`src/next_fit_id_allocator_top_macros.svh`:
```
// Assertion macros used by the allocator top level.
`ifndef NEXT_FIT_ID_ALLOCATOR_TOP_MACROS_SVH
`define NEXT_FIT_ID_ALLOCATOR_TOP_MACROS_SVH
`ifndef NO_ASSERTIONS
// Checks that a condition holds at every clock edge out of reset.
`define NFA_ASSERT_ALWAYS(label, cond) \
   label: assert property (@(posedge clock) disable iff (reset) (cond)) \
      else $error("allocator check failed");
// Checks that a trigger implies a consequence in the same cycle.
`define NFA_ASSERT_IMPLY(label, trig, cons) \
   label: assert property (@(posedge clock) disable iff (reset) (trig) |-> (cons)) \
      else $error("allocator check failed");
`else
`define NFA_ASSERT_ALWAYS(label, cond)
`define NFA_ASSERT_IMPLY(label, trig, cons)
`endif
`endif

```
`src/nfa_pkg.sv`:
```
// Types, constants and helper functions of the next-fit identifier allocator.
package nfa_pkg;

   // The in-use map is held in words of this many slots.
   localparam int WORD_BITS = 8;
   localparam int BIT_W = $clog2(WORD_BITS);

   // Depth of the queue between front and back; a power of two.
   localparam int QUEUE_DEPTH = 2;

   localparam logic [15:0] BASE_ID_RESET = 16'd300;

   typedef enum logic {
      CMD_ALLOCATE = 1'b0,
      CMD_RELEASE  = 1'b1
   } cmd_type;

   typedef enum logic [1:0] {
      ST_OK        = 2'd0,
      ST_FULL      = 2'd1,
      ST_RANGE     = 2'd2,
      ST_NOT_ALLOC = 2'd3
   } status_type;

   // Class of an item as sorted by the front.
   typedef enum logic [1:0] {
      CLS_ALLOC,
      CLS_RELEASE,
      CLS_RANGE
   } cls_type;

   typedef struct packed {
      cls_type     cls;
      logic [15:0] offset;
   } entry_type;

   typedef enum logic [1:0] {
      BK_CLEAR,
      BK_IDLE,
      BK_REL_CHK,
      BK_SCAN_CHK
   } back_state_type;

   // Status that the back reports to the rest of the block.
   typedef struct packed {
      logic clearing;
   } back_status_type;

   // Index of the lowest set bit; zero when no bit is set.
   function automatic logic [BIT_W-1:0] first_set(input logic [WORD_BITS-1:0] v);
      logic [BIT_W-1:0] idx;
      idx = '0;
      for (int b = WORD_BITS - 1; b >= 0; b--) begin
         if (v[b]) begin
            idx = BIT_W'(b);
         end
      end
      return idx;
   endfunction

endpackage

```
`src/nfa_ram.sv`:
```
// Generic single-write, single-read RAM with registered read data.
module nfa_ram #(
   parameter int WIDTH = 8,
   parameter int DEPTH = 32
) (
   input  logic                                  clock,
   input  logic                                  we,
   input  logic [(DEPTH > 1 ? $clog2(DEPTH) : 1)-1:0] waddr,
   input  logic [WIDTH-1:0]                      wdata,
   input  logic [(DEPTH > 1 ? $clog2(DEPTH) : 1)-1:0] raddr,
   output logic [WIDTH-1:0]                      rdata
);

   logic [WIDTH-1:0] mem [DEPTH];
   logic [WIDTH-1:0] rdata_ff;

   // Write port and registered read port.
   always_ff @(posedge clock) begin
      if (we) begin
         mem[waddr] <= wdata;
      end
      rdata_ff <= mem[raddr];
   end

   assign rdata = rdata_ff;

endmodule

```
`src/nfa_front.sv`:
```
// Front of the allocator: accepts items and sorts them for the back.
module nfa_front import nfa_pkg::*; #(
   parameter int POOL_SIZE = 256
) (
   input  logic            start,
   output logic            busy,
   input  logic            req_command,
   input  logic [15:0]     req_release_id,
   input  logic [15:0]     base_id,
   input  logic            queue_full,
   input  back_status_type back_status,
   output logic            push,
   output entry_type       push_entry
);

   logic [15:0] offset;
   logic        in_range;

   // No item is taken while the map is being cleared or the queue is full.
   assign busy = back_status.clearing | queue_full;
   assign push = start & ~busy;

   // The range check wraps modulo 2^16, as the identifiers do.
   assign offset   = req_release_id - base_id;
   assign in_range = 32'(offset) < 32'(POOL_SIZE);

   always_comb begin
      push_entry.offset = offset;
      if (req_command == CMD_RELEASE) begin
         push_entry.cls = in_range ? CLS_RELEASE : CLS_RANGE;
      end else begin
         push_entry.cls = CLS_ALLOC;
      end
   end

endmodule

```
`src/nfa_queue.sv`:
```
// Short queue of sorted items between the front and the back.
module nfa_queue import nfa_pkg::*; (
   input  logic      clock,
   input  logic      reset,
   input  logic      push,
   input  entry_type push_entry,
   input  logic      pop,
   output entry_type head,
   output logic      empty,
   output logic      full
);

   localparam int PTR_W = (QUEUE_DEPTH > 1) ? $clog2(QUEUE_DEPTH) : 1;
   localparam int CNT_W = $clog2(QUEUE_DEPTH + 1);

   entry_type        slots_ff [QUEUE_DEPTH];
   logic [PTR_W-1:0] wr_ptr_ff, wr_ptr_in;
   logic [PTR_W-1:0] rd_ptr_ff, rd_ptr_in;
   logic [CNT_W-1:0] cnt_ff, cnt_in;
   logic             do_push, do_pop;

   assign empty   = cnt_ff == '0;
   assign full    = cnt_ff == CNT_W'(QUEUE_DEPTH);
   assign do_push = push & ~full;
   assign do_pop  = pop & ~empty;
   assign head    = slots_ff[rd_ptr_ff];

   // Pointers wrap naturally since the depth is a power of two.
   always_comb begin
      wr_ptr_in = do_push ? wr_ptr_ff + PTR_W'(1) : wr_ptr_ff;
      rd_ptr_in = do_pop ? rd_ptr_ff + PTR_W'(1) : rd_ptr_ff;
      cnt_in    = cnt_ff;
      if (do_push && !do_pop) begin
         cnt_in = cnt_ff + CNT_W'(1);
      end else if (do_pop && !do_push) begin
         cnt_in = cnt_ff - CNT_W'(1);
      end
   end

   always_ff @(posedge clock) begin
      if (reset) begin
         wr_ptr_ff <= '0;
         rd_ptr_ff <= '0;
         cnt_ff    <= '0;
      end else begin
         wr_ptr_ff <= wr_ptr_in;
         rd_ptr_ff <= rd_ptr_in;
         cnt_ff    <= cnt_in;
      end
   end

   // Entry storage needs no reset.
   always_ff @(posedge clock) begin
      if (do_push) begin
         slots_ff[wr_ptr_ff] <= push_entry;
      end
   end

endmodule

```
`src/nfa_back.sv`:
```
// Back of the allocator: owns the in-use map and carries out each item.
module nfa_back import nfa_pkg::*; #(
   parameter int POOL_SIZE = 256
) (
   input  logic            clock,
   input  logic            reset,
   input  logic [15:0]     base_id,
   input  logic            queue_empty,
   input  entry_type       queue_head,
   output logic            queue_pop,
   output back_status_type back_status,
   output logic            rsp_valid,
   output logic [1:0]      rsp_status,
   output logic [15:0]     rsp_granted_id
);

   localparam int DEPTH   = (POOL_SIZE + WORD_BITS - 1) / WORD_BITS;
   localparam int ADDR_W  = (DEPTH > 1) ? $clog2(DEPTH) : 1;
   localparam int SLOT_W  = $clog2(POOL_SIZE);
   localparam int COUNT_W = $clog2(POOL_SIZE + 1);
   localparam int VISIT_W = $clog2(DEPTH + 1);

   back_state_type       state_ff, state_in;
   logic [SLOT_W-1:0]    ptr_ff, ptr_in;
   logic [COUNT_W-1:0]   count_ff, count_in;
   logic [ADDR_W-1:0]    word_ff, word_in;
   logic [VISIT_W-1:0]   visit_ff, visit_in;
   logic                 first_ff, first_in;
   logic [SLOT_W-1:0]    slot_ff, slot_in;
   logic [ADDR_W-1:0]    clr_ff, clr_in;
   logic                 rsp_valid_ff, rsp_valid_in;
   status_type           rsp_status_ff, rsp_status_in;
   logic [15:0]          rsp_id_ff, rsp_id_in;

   logic                 ram_we;
   logic [ADDR_W-1:0]    ram_waddr, ram_raddr;
   logic [WORD_BITS-1:0] ram_wdata, ram_rdata;

   logic [SLOT_W-1:0]    head_slot;
   logic [31:0]          head32, ptr32, word32, rel32, found32, next32;
   logic [WORD_BITS-1:0] valid_mask, low_mask, cand;
   logic                 found, pool_full;
   logic [BIT_W-1:0]     found_bit;
   logic [SLOT_W-1:0]    found_slot, next_ptr;
   logic [ADDR_W-1:0]    next_word;

   nfa_ram #(
      .WIDTH(WORD_BITS),
      .DEPTH(DEPTH)
   ) u_map (
      .clock(clock),
      .we   (ram_we),
      .waddr(ram_waddr),
      .wdata(ram_wdata),
      .raddr(ram_raddr),
      .rdata(ram_rdata)
   );

   // Slot and word positions of the queue head, the pointer and the scan.
   assign head_slot = queue_head.offset[SLOT_W-1:0];
   assign head32    = 32'(head_slot);
   assign ptr32     = 32'(ptr_ff);
   assign word32    = 32'(word_ff);
   assign rel32     = 32'(slot_ff);
   assign pool_full = 32'(count_ff) >= 32'(POOL_SIZE);

   // Free slots of the word in hand; slots past the pool never count as free.
   always_comb begin
      for (int b = 0; b < WORD_BITS; b++) begin
         valid_mask[b] = ((word32 << BIT_W) | 32'(b)) < 32'(POOL_SIZE);
      end
      low_mask = first_ff ? ({WORD_BITS{1'b1}} << ptr32[BIT_W-1:0]) : {WORD_BITS{1'b1}};
      cand      = ~ram_rdata & valid_mask & low_mask;
      found     = |cand;
      found_bit = first_set(cand);
      found32   = (word32 << BIT_W) | 32'(found_bit);
      found_slot = found32[SLOT_W-1:0];
      next32    = found32 + 32'd1;
      next_ptr  = (next32 == 32'(POOL_SIZE)) ? '0 : next32[SLOT_W-1:0];
      next_word = (word32 + 32'd1 == 32'(DEPTH)) ? '0 : word_ff + ADDR_W'(1);
   end

   assign back_status.clearing = state_ff == BK_CLEAR;

   // Sequencer: clearing pass, then one item at a time from the queue.
   always_comb begin
      state_in      = state_ff;
      ptr_in        = ptr_ff;
      count_in      = count_ff;
      word_in       = word_ff;
      visit_in      = visit_ff;
      first_in      = first_ff;
      slot_in       = slot_ff;
      clr_in        = clr_ff;
      rsp_valid_in  = 1'b0;
      rsp_status_in = rsp_status_ff;
      rsp_id_in     = rsp_id_ff;
      queue_pop     = 1'b0;
      ram_we        = 1'b0;
      ram_waddr     = word_ff;
      ram_wdata     = ram_rdata;
      ram_raddr     = word_ff;
      unique case (state_ff)
         BK_CLEAR: begin
            ram_we    = 1'b1;
            ram_waddr = clr_ff;
            ram_wdata = '0;
            clr_in    = clr_ff + ADDR_W'(1);
            if (32'(clr_ff) == 32'(DEPTH - 1)) begin
               state_in = BK_IDLE;
            end
         end
         BK_IDLE: begin
            if (!queue_empty) begin
               queue_pop = 1'b1;
               case (queue_head.cls)
                  CLS_RANGE: begin
                     rsp_valid_in  = 1'b1;
                     rsp_status_in = ST_RANGE;
                     rsp_id_in     = '0;
                  end
                  CLS_RELEASE: begin
                     ram_raddr = head32[BIT_W +: ADDR_W];
                     slot_in   = head_slot;
                     state_in  = BK_REL_CHK;
                  end
                  default: begin
                     if (pool_full) begin
                        rsp_valid_in  = 1'b1;
                        rsp_status_in = ST_FULL;
                        rsp_id_in     = '0;
                     end else begin
                        ram_raddr = ptr32[BIT_W +: ADDR_W];
                        word_in   = ptr32[BIT_W +: ADDR_W];
                        first_in  = 1'b1;
                        visit_in  = '0;
                        state_in  = BK_SCAN_CHK;
                     end
                  end
               endcase
            end
         end
         BK_REL_CHK: begin
            // The word of the released slot is on the read port now.
            rsp_valid_in = 1'b1;
            rsp_id_in    = '0;
            state_in     = BK_IDLE;
            if (ram_rdata[rel32[BIT_W-1:0]]) begin
               ram_we        = 1'b1;
               ram_waddr     = rel32[BIT_W +: ADDR_W];
               ram_wdata     = ram_rdata & ~(WORD_BITS'(1) << rel32[BIT_W-1:0]);
               rsp_status_in = ST_OK;
               if (count_ff != '0) begin
                  count_in = count_ff - COUNT_W'(1);
               end
            end else begin
               rsp_status_in = ST_NOT_ALLOC;
            end
         end
         BK_SCAN_CHK: begin
            if (found) begin
               ram_we        = 1'b1;
               ram_waddr     = word_ff;
               ram_wdata     = ram_rdata | (WORD_BITS'(1) << found_bit);
               count_in      = count_ff + COUNT_W'(1);
               ptr_in        = next_ptr;
               rsp_valid_in  = 1'b1;
               rsp_status_in = ST_OK;
               rsp_id_in     = base_id + 16'(found_slot);
               state_in      = BK_IDLE;
            end else if (visit_ff == VISIT_W'(DEPTH)) begin
               // Every word, and the head of the first one again, has been seen.
               rsp_valid_in  = 1'b1;
               rsp_status_in = ST_FULL;
               rsp_id_in     = '0;
               state_in      = BK_IDLE;
            end else begin
               ram_raddr = next_word;
               word_in   = next_word;
               first_in  = 1'b0;
               visit_in  = visit_ff + VISIT_W'(1);
            end
         end
         default: begin
            state_in = BK_IDLE;
         end
      endcase
   end

   // Control state.
   always_ff @(posedge clock) begin
      if (reset) begin
         state_ff     <= BK_CLEAR;
         ptr_ff       <= '0;
         count_ff     <= '0;
         clr_ff       <= '0;
         rsp_valid_ff <= 1'b0;
      end else begin
         state_ff     <= state_in;
         ptr_ff       <= ptr_in;
         count_ff     <= count_in;
         clr_ff       <= clr_in;
         rsp_valid_ff <= rsp_valid_in;
      end
   end

   // Scan position and result payload.
   always_ff @(posedge clock) begin
      word_ff       <= word_in;
      visit_ff      <= visit_in;
      first_ff      <= first_in;
      slot_ff       <= slot_in;
      rsp_status_ff <= rsp_status_in;
      rsp_id_ff     <= rsp_id_in;
   end

   assign rsp_valid      = rsp_valid_ff;
   assign rsp_status     = rsp_status_ff;
   assign rsp_granted_id = rsp_id_ff;

endmodule

```
`src/next_fit_id_allocator_top.sv`:
```
// Top level of the next-fit identifier allocator.
// Results are registered. A release reads the map word of its slot, then clears the bit if set;
// an allocate reads map words from the next-fit pointer on, one word per cycle, until it finds
// a free slot or has seen every word. A full pool and an out-of-range release are answered from
// the idle state without a map read. The back takes one item at a time; a two-item queue lets start run ahead.
// Reset is synchronous; afterwards a clearing pass that zeroes every map word holds busy.
`include "next_fit_id_allocator_top_macros.svh"
module next_fit_id_allocator_top import nfa_pkg::*; #(
   parameter int POOL_SIZE = 256
) (
   input  logic        clock,
   input  logic        reset,
   input  logic        start,
   output logic        busy,
   input  logic        req_command,
   input  logic [15:0] req_release_id,
   output logic        rsp_valid,
   output logic [1:0]  rsp_status,
   output logic [15:0] rsp_granted_id,
   input  logic        csr_we,
   input  logic [15:0] csr_wdata
);

   logic [15:0]     base_id_ff, base_id_in;
   logic            queue_full, queue_empty, queue_push, queue_pop;
   entry_type       push_entry, queue_head;
   back_status_type back_status;

   // Base identifier register.
   assign base_id_in = csr_we ? csr_wdata : base_id_ff;

   always_ff @(posedge clock) begin
      if (reset) begin
         base_id_ff <= BASE_ID_RESET;
      end else begin
         base_id_ff <= base_id_in;
      end
   end

   nfa_front #(
      .POOL_SIZE(POOL_SIZE)
   ) u_front (
      .start         (start),
      .busy          (busy),
      .req_command   (req_command),
      .req_release_id(req_release_id),
      .base_id       (base_id_ff),
      .queue_full    (queue_full),
      .back_status   (back_status),
      .push          (queue_push),
      .push_entry    (push_entry)
   );

   nfa_queue u_queue (
      .clock     (clock),
      .reset     (reset),
      .push      (queue_push),
      .push_entry(push_entry),
      .pop       (queue_pop),
      .head      (queue_head),
      .empty     (queue_empty),
      .full      (queue_full)
   );

   nfa_back #(
      .POOL_SIZE(POOL_SIZE)
   ) u_back (
      .clock         (clock),
      .reset         (reset),
      .base_id       (base_id_ff),
      .queue_empty   (queue_empty),
      .queue_head    (queue_head),
      .queue_pop     (queue_pop),
      .back_status   (back_status),
      .rsp_valid     (rsp_valid),
      .rsp_status    (rsp_status),
      .rsp_granted_id(rsp_granted_id)
   );

   // No item may enter and no result may leave while the map is cleared.
   `NFA_ASSERT_IMPLY(a_busy_while_clearing, back_status.clearing, busy)
   `NFA_ASSERT_IMPLY(a_no_result_while_clearing, back_status.clearing, !rsp_valid)
   // Only a successful allocate carries a non-zero identifier.
   `NFA_ASSERT_IMPLY(a_failed_id_zero, rsp_valid && rsp_status != ST_OK, rsp_granted_id == 16'd0)
   // The queue holds no items while the map is being cleared.
   `NFA_ASSERT_ALWAYS(a_queue_empty_when_clearing, !back_status.clearing || queue_empty)

endmodule
```
`config.mk`:
```
export PLATFORM = sky130hd
export DESIGN_NAME = next_fit_id_allocator_top
export DESIGN_NICKNAME = d
export VERILOG_FILES = /design/src/nfa_pkg.sv /design/src/nfa_ram.sv /design/src/nfa_front.sv /design/src/nfa_queue.sv /design/src/nfa_back.sv /design/src/next_fit_id_allocator_top.sv
export VERILOG_INCLUDE_DIRS = /design/src /design/src/src
export SDC_FILE = /design/constraint.sdc
export NUM_CORES = 1
export LEC_CHECK = 0
export BUFFER_PORTS_ARGS = -buffer_cell sky130_fd_sc_hd__buf_2
export CAP_MARGIN = 25
export CELL_PAD_IN_SITES_DETAIL_PLACEMENT = 2
export CELL_PAD_IN_SITES_GLOBAL_PLACEMENT = 2
export CORE_MARGIN = 1.5
export CORE_UTILIZATION = 49
export DETAILED_ROUTE_END_ITERATION = 6
export PLACE_DENSITY_LB_ADDON = 0.08
export SLEW_MARGIN = 25
export SYNTH_ARGS = -nofsm -noshare
export SYNTH_HDL_FRONTEND = slang
export SYNTH_HIERARCHICAL = 1
export SYNTH_SLANG_ARGS = --single-unit
```
`constraint.sdc`:
```
create_clock -name clock -period 12.05 [get_ports clock]
set_clock_uncertainty 0.05 [all_clocks]
set_input_delay 1.8075 -clock clock [delete_from_list [all_inputs] [get_ports clock]]
set_output_delay 1.8075 -clock clock [all_outputs]
set_load 0.1 [all_outputs]
```
== Word level (Yosys, flattened, before mapping) ==
Memories as Yosys holds them, arrays and structs flattened. A register that Yosys moved wholly into a read port is not among the register bits.
Cells that the tools add are included.

* Bits in latches: 0
* Bits in writable memories: 292
* Memories kept: 2
* ROM bits: 0
* Output and inout bits: 20
* Input bits: 37
* Flip-flop bits (word level): 83

{| class="wikitable"
|+ Memory list
! name !! depth !! width !! read ports !! clocked after memory_dff !! write ports !! RTL line !! RTL
|-
| u_back.u_map.mem || 32 || 8 || 1 || 1 || 1 || nfa_ram.sv:14 || <nowiki>logic [WIDTH-1:0] mem [DEPTH];</nowiki>
|-
| u_queue.slots_ff || 2 || 18 || 1 || 1 || 1 || nfa_queue.sv:16 || <nowiki>entry_type slots_ff [QUEUE_DEPTH];</nowiki>
|}

* Muxes and demuxes: 83
* Bitwise operators: 14
* $mul: 0
* Order comparisons: 11
* Div/mod/pow operators: 0
* Equal/unequal tests: 24
* Shift-type cells: 3
* $add $sub $neg: 13
* Reduce and logical (&&, ||, !) cells: 20

{| class="wikitable"
|+ Operators with widths
! kind !! number
|-
| $lt 8x9->1 const B || 8
|-
| $mux 16 || 4
|-
| $pmux 16 s3 || 1
|-
| $mux 5 || 8
|-
| $pmux 5 s2 || 4
|-
| $add 32x1->32 const B || 1
|-
| $eq 32x6->1 const B || 1
|-
| $eq 32x9->1 const B || 1
|-
| $mux 8 || 4
|-
| $pmux 16 s2 || 1
|-
| $mux 6 || 5
|-
| $mux 9 || 3
|-
| $mux 2 || 13
|-
| $and 8x8->8 || 3
|-
| $mux 3 || 8
|-
| $pmux 8 s3 || 1
|-
| $mux 1 || 20
|-
| $pmux 9 s2 || 1
|-
| $add 16x8->16 || 1
|-
| $lt 16x9->1 const B || 1
|-
| $not 8->8 || 2
|-
| $shl 1x3->8 const A || 2
|-
| $sub 16x16->16 || 1
|-
| $ne 2x2->1 const B || 7
|-
| 43 further kinds || 67
|}

== Depth between registers and ports, before layout ==
Gate-level depths: netlist (run 1).

* Depth in word-level cells: 15
* Gate-level depth with buffers: 17
* Gate-level depth less buffers: 12

== Hierarchy ==
Netlist (run 1), hierarchy kept.

{| class="wikitable"
|+ By module, submodules not included
! module !! cells an instance !! area an instance (um2) !! instances !! sequential area each (um2)
|-
| nfa_ram || 417 || 10053.4 || 1 || 7847.5
|-
| nfa_back || 529 || 4561.9 || 1 || 1641.6
|-
| nfa_queue || 81 || 1514.0 || 1 || 1181.1
|-
| nfa_front || 144 || 999.7 || 1 || 0.0
|-
| next_fit_id_allocator_top || 52 || 589.3 || 1 || 320.3
|}

== Worst setup path after synthesis (run 1) ==
No wires, ideal clock.

* Path kind: in2reg
* From: input req_release_id[0]
* To: memory u_queue/slots_ff[0][17] in the netlist's numbering (data pin)
* Slack: 7742 ps
* Library setup time: 263 ps
* Data arrival time: 3995 ps
* Buffers on the path: 0
* Stages: 10
* Path through: inv_1 > ha_1 > fa_1 > nand2b_1 > a21oi_1 > o21ai_1 > a21oi_1 > xor2_1 > or4b_4 > o31a_1

{| class="wikitable"
|+ RTL lines
! what !! RTL line !! RTL
|-
| start: declaration || next_fit_id_allocator_top.sv:16 || <nowiki>input logic [15:0] req_release_id,</nowiki>
|-
| end: declaration || nfa_queue.sv:16 ||
|}

==> results of run 1 <==
worst reg2reg max path, cell delays in order (launching register included):
cell and delay (ns):
dfxtp_1 0.61, mux2_2 0.42, inv_1 0.07, ha_1 0.33
mux2_2 0.30, or2_2 0.16, o22ai_1 0.08, a21oi_1 0.21
o311a_4 0.42, buf_6 0.64, mux4_2 0.67, mux4_2 0.54
mux2_2 0.31
flip-flops by register name, indices dropped and copies added (netlist names), 2 cells and up, named ones only:
| signal | cells |
|---|---|
| base_id_ff | 16 |
| u_back/clr_ff | 5 |
| u_back/count_ff | 9 |
| u_back/ptr_ff | 8 |
| u_back/rsp_granted_id | 16 |
| u_back/rsp_status | 2 |
| u_back/slot_ff | 8 |
| u_back/state_ff | 2 |
| u_back/u_map/mem | 256 |
| u_back/u_map/rdata | 8 |
| u_back/visit_ff | 6 |
| u_back/word_ff | 5 |
| u_queue/cnt_ff | 2 |
| u_queue/slots_ff | 20 |
worst min path at each step:
stage / startpoint / end / slack [ns] / cells after the start
3_5_place_dp: u_queue/wr_ptr_ff / u_queue/wr_ptr_ff / 0.44 / 2
4_1_cts: u_queue/wr_ptr_ff / u_queue/wr_ptr_ff / 0.45 / 2
5_1_grt: u_queue/wr_ptr_ff / u_queue/wr_ptr_ff / 0.48 / 2
3_3_place_gp: u_queue/wr_ptr_ff / u_queue/wr_ptr_ff / 0.42 / 2
2_1_floorplan: u_queue/wr_ptr_ff / u_queue/wr_ptr_ff / 0.40 / 2
6_report: u_queue/wr_ptr_ff / u_queue/wr_ptr_ff / 0.45 / 2
cell type report:
type | count | area, um^2
fill | 3078 | 15100
sequential | 368 | 10510
multi-input combinational | 729 | 6324
clock buffer | 51 | 1074
tap | 455 | 569.3
timing repair buffer | 73 | 414.1
clock inverter | 25 | 299.0
inverter | 46 | 172.7
per-layer routing:
| layer | GRT usage, % | wire [um] | up-vias |
|---|---|---|---|
| met1 | 37.16 | 20680 | 5682 |
| met4 | 10.38 | 1588 | 0 |
| li1 | - | - | 4763 |
| met5 | 0 | 0 | - |
| met2 | 51.43 | 26250 | 362 |
| met3 | 4.759 | 2709 | 101 |
stage by stage:
| step | setup slack, ns | cell area, um^2 |
|---|---|---|
| after floorplan | 7.769 | 17140 |
| after global placement | 7.102 | 17900 |
| after detailed placement | 6.900 | 17950 |
| after CTS | 6.893 | 19320 |
| after global routing | 6.849 | 19360 |
| final | 7.150 | 19360 |
power by group through the flow:
stage	Clock, mW	Sequential, mW	Combinational (mW)
floorplan	0	1.42	0.0923
global placement	0	1.42	0.123
detailed placement	0	1.42	0.133
CTS	1.32	1.40	0.134
global route	1.36	1.40	0.147
finish	1.29	1.40	0.135
layout by cell type (no fill, tap or decap), types with 14 or more instances in the layout:
master / n
ha_1: 39
dfxtp_1: 54
nand3_1: 18
clkbuf_16: 41
xor2_1: 15
a21oi_1: 50
xnor2_1: 25
nor3_1: 19
o21ai_0: 27
buf_4: 17
nor2_2: 21
mux2_2: 20
inv_1: 44
nand2_1: 54
buf_2: 55
a211oi_1: 14
mux2i_1: 25
edfxtp_1: 314
nor2_1: 113
mux4_2: 82
==> impl_metrics.toml, run 1 <==
[setup_path]
worstPathArrival_ns = 5.32
endpoint = "u_back/u_map/rdata[4]"
crit_path_frequent_cell = "mux2_2"
crit_type = "reg2reg"
startpoint_type = "register"
critical-path-top-delay-family = "multiplexers"
end_kind = "register"
worstPathRequired_ns = 12.47
worstSetupPathDepth = 12
r2r_setup_slack_ns = 7.15
r2r_cells = 12
cp_cell_sequence = "mux2_2, inv_1, ha_1, mux2_2, or2_2, o22ai_1, a21oi_1, o311a_4, buf_6, mux4_2, mux4_2, mux2_2"
critical-path-slowest-cell = "buf_6"
cp_max_fo = 52
r2r-end = "u_back/u_map/rdata[4]"
crit_path_max_incr_delay_ns = 0.63
cp.buffers_inverters = 2

[timing]
rsz0062_at_grt = "no"
slew_violations = 0
finalHoldWorstSlack_ns = 0.4500
setup_viol = 0
period_share_pct = 40.67
finalCriticalPeriod_ns = 4.900
slew_headroom_pct = 24.34
hold_viol_final = 0
finalSetupTns_ns = 0
fmax_mhz = 204.1
tightest_slew_ns = 1.131

[logic_synthesis]
syn_nets = 1277
synthCells = 1198
syn_avg_cell_area_um2 = 14.31
syn_area_um2 = 17140
ys_warn_count = 6

[cells_and_area]
nNetsFinal = 1338
area_growth_pct = 12.94
num_antenna_cells = 0
drive_above_1_share_pct = 23.53
utilization_pct = 56.19
layout.cells.non_filler = 1747

[floorplanning]
die_w_um = 190.1
start_util_pct = 49.75
die-area_um2 = 36120
core_um2 = 34460
rows = 68
die_h_um = 190.1
ios = 57

[pwr]
internal_power_mw = 2.184
switching_power_uw = 641.1
p_seq_share_pct = 49.4
p_sw_share_pct = 22.69
irDropWorstVdd_mv = 0.1318
power_density_nw_per_um2 = 145.9
p_leak_nw = 6.326
pwr-share-clk_pct = 45.8
p_comb_share_pct = 4.8
p_total_mw = 2.825

[global_route]
antenna_found_initial = 0
grt_max_degree = 65
grt_remaining_overflow = 0
grt_use_total_pct = 29.45
grt_pass1_vias = 11840
grt_pass1_wl_um = 76590

[clock_network]
cts_buffers = 41
clk_latency_ns = 0.58
cts_sinks = 368
cts-htree-levels = 2
ctsHoldBuffers = 0
cts_tree = "built"
cts_root_buf = "clkbuf_16"
cts_resized = 0
postCtsSetupBuffers = 0
clk_path_buf_depth = 3
clk_pin_slew_ns = 0.07

[route]
wl_per_cell_um = 29.32
via_per_inst = 6.244
drtAntennaViolNets = 0
dr.pass1.iters = 4
vias = 10910
first_iter_violations = 841
totalWireLength_um = 51220
drc = 0

[worst_hold_path]
worstHoldPathType = "reg2reg"

[status]
status = "complete, no violations"

[place]
gp_congestion = 0.8098
dpl.hpwl_um = 33390
port_buffers = 56
dp.cells = 1671

[job]
cap_violations = 0
No activity file was read; power rests on OpenSTA's default activity.
==> run 2, diff against run 1 <==
--- a/config.mk
+++ b/config.mk
@@ -11,7 +11,7 @@
 export CELL_PAD_IN_SITES_DETAIL_PLACEMENT = 2
 export CELL_PAD_IN_SITES_GLOBAL_PLACEMENT = 2
 export CORE_MARGIN = 1.5
-export CORE_UTILIZATION = 49
+export CORE_UTILIZATION = 46
 export DETAILED_ROUTE_END_ITERATION = 6
 export PLACE_DENSITY_LB_ADDON = 0.08
 export SLEW_MARGIN = 25
==> constraint.sdc (replaced) <==
create_clock -name clock -period 4.65 [get_ports clock]
set_clock_uncertainty 0.05 [all_clocks]
set_input_delay 0.6975 -clock clock [delete_from_list [all_inputs] [get_ports clock]]
set_output_delay 0.6975 -clock clock [all_outputs]
set_load 0.1 [all_outputs]
==> run 2 against run 1 <==
  * Routed wire length increased by 1.2%
  * Global-route usage decreased by 1.8 points
  * Worst hold slack got worse by 0.16 ns
  * Via count increased by 1.9%
  * Clock power increased to 2.5 times the previous value
  * Cell count increased by 3.7%
  * Combinational power increased to 2.6 times the previous value
  * Design area increased by 2.1%
  * Setup slack got worse by 6.9 ns
  * Die area increased by 6.4%
  * Register-to-register slack got worse by 6.9 ns
  * Count of clock-buffer cells in the layout unchanged
  * Largest cell class unchanged
==> impl_metrics.toml, run 2 (synthesis gave the netlist of run 1 again) <==
[route]
dr.pass1.iters = 5
drtAntennaViolNets = 0
drc = 0
wl_per_cell_um = 28.62
vias = 11110
via_per_inst = 6.134
first_iter_violations = 688
totalWireLength_um = 51850

[place]
port_buffers = 56
gp_congestion = 0.8563
dpl.hpwl_um = 34620
postPlaceCellArea_um2 = 18380

[clock_network]
cts-htree-levels = 2
cts_buffers = 41
cts_tree = "built"
clk_path_buf_depth = 3
clk_pin_slew_ns = 0.06
cts_root_buf = "clkbuf_16"
clk_latency_ns = 0.58
cts_sinks = 368

[pwr]
pwr-share-clk_pct = 45.2
p_comb_share_pct = 4.9
power_density_nw_per_um2 = 366.5
p_total_mw = 7.248
p_sw_share_pct = 22.89
p_seq_share_pct = 49.9
p_leak_nw = 6.593
internal_power_mw = 5.589
switching_power_mw = 1.659
irDropWorstVdd_mv = 0.3499

[timing]
tightest_slew_ns = 0.9705
hold_viol_final = 0
period_share_pct = 94.72
setup_viol = 0
slew_violations = 0
fmax_mhz = 227.0
finalSetupTns_ns = 0
slew_headroom_pct = 35.23
finalCriticalPeriod_ns = 4.405
rsz0062_at_grt = "no"

[global_route]
grt_pass1_vias = 11910
grt_max_degree = 48
grt_remaining_overflow = 0
antenna_found_initial = 0
grt_use_total_pct = 27.61
grt_pass1_wl_um = 76930

[floorplanning]
die_h_um = 196.1
die-area_um2 = 38440
ios = 57
core_um2 = 36610
rows = 70
start_util_pct = 46.83
die_w_um = 196.1

[worst_hold_path]
worstHoldPathType = "in2reg"

[setup_path]
worstPathRequired_ns = 5.06
worstPathArrival_ns = 4.81
startpoint_type = "register"
cp_max_fo = 10
end_kind = "register"
crit_type = "reg2reg"

[cells_and_area]
num_antenna_cells = 0
drive_above_1_share_pct = 25.30
layout_common_cells = "314 x edfxtp_1, 129 x nor2_1, 82 x mux4_2"
largest_reg_flops = 256
fin_area_um2 = 19770
num-fill-cells = 3290
final_common_cell = "edfxtp_1"
nNetsFinal = 1390
top_regs = "u_back/u_map/mem: 256 flops, u_queue/slots_ff: 20 flops"
area_growth_pct = 15.34
max_flop_register = "u_back/u_map/mem"

[status]
status = "complete, no violations"

[job]
cap_violations = 0
==> run 2: cell types whose count changed in the layout (fill, tap and decap cells not counted), sizes merged <==
| cell | before | now |
|---|---|---|
| bufinv | 5 | 3 |
| buf | 73 | 124 |
| clkinv | 18 | 15 |
| clkinvlp | 0 | 4 |
| inv | 48 | 49 |
| o311a | 1 | 2 |
==> run 2: worst paths after layout <==
| check | from | end | slack, ns | depth (start not counted) |
|---|---|---|---|---|
| min | csr_wdata[5] | base_id_ff[5] | 0.29 | 2 |
| max reg2reg | u_back/first_ff | u_back/u_map/rdata[1] | 0.25 | 10 |
| min reg2reg | u_queue/wr_ptr_ff | u_queue/wr_ptr_ff | 0.45 | 2 |
| max | u_back/first_ff | u_back/u_map/rdata[1] | 0.25 | 10 |
==> run 2: routing by layer <==
layer | track usage, % | vias up | wire, um
li1 | - | 4854 | -
met1 | 36.23 | 5817 | 21820
met2 | 45.71 | 331 | 25260
met3 | 4.126 | 112 | 2477
met4 | 12.54 | 0 | 2296
met5 | 0 | - | 0
==> run 2: critical path: stages (launching register included) <==
cell and delay [ns]:
edfxtp_1 0.52, nand2_1 0.18, o21ai_0 0.47, nand4_1 0.36, nor2_1 0.57, nand3_1 0.32, o311a_4 0.30, buf_4 0.21
mux4_2 0.46, mux4_2 0.54, mux2_2 0.28
==> run 2: what timing repair did <==
item,in CTS,in global routing
setup buffers,0,2
hold buffers,0,0
endpoints found under the setup margin,0,8
hold endpoints to repair,0,0
gates resized for setup,0,1
==> run 2: cell type report <==
class	count	area (um^2)	area share [%]
Inverter	46	172.7	0.8732
Multi-Input combinational cell	730	6281	31.76
Sequential cell	368	10510	53.15
Clock buffer	51	1095	5.537
Timing Repair Buffer	124	884.6	4.474
Clock inverter	25	245.2	1.240
Tap cell	468	585.6	2.961
==> run 2: power by group through the flow <==
stage / Combinational, mW / Sequential, mW / Clock, mW
final: 0.353 / 3.62 / 3.28
after global routing: 0.389 / 3.62 / 3.44
after CTS: 0.354 / 3.62 / 3.34
after detailed placement: 0.348 / 3.69 / 0
after global placement: 0.329 / 3.68 / 0
after floorplan: 0.239 / 3.67 / 0
==> run 2: metrics by stage <==
stage	utilization, %	cells	hold slack [ns]	worst slack [ns]
final	54.01	1812	0.2869	0.2454
after global routing	54.01	1812	0.2755	0.1032
after CTS	53.85	1809	0.2602	0.2214
after detailed placement	50.19	1733	0.4395	0.2629
after global placement	50.12	1732	0.4248	0.3549
after floorplan	-	1198	0.4016	0.5575
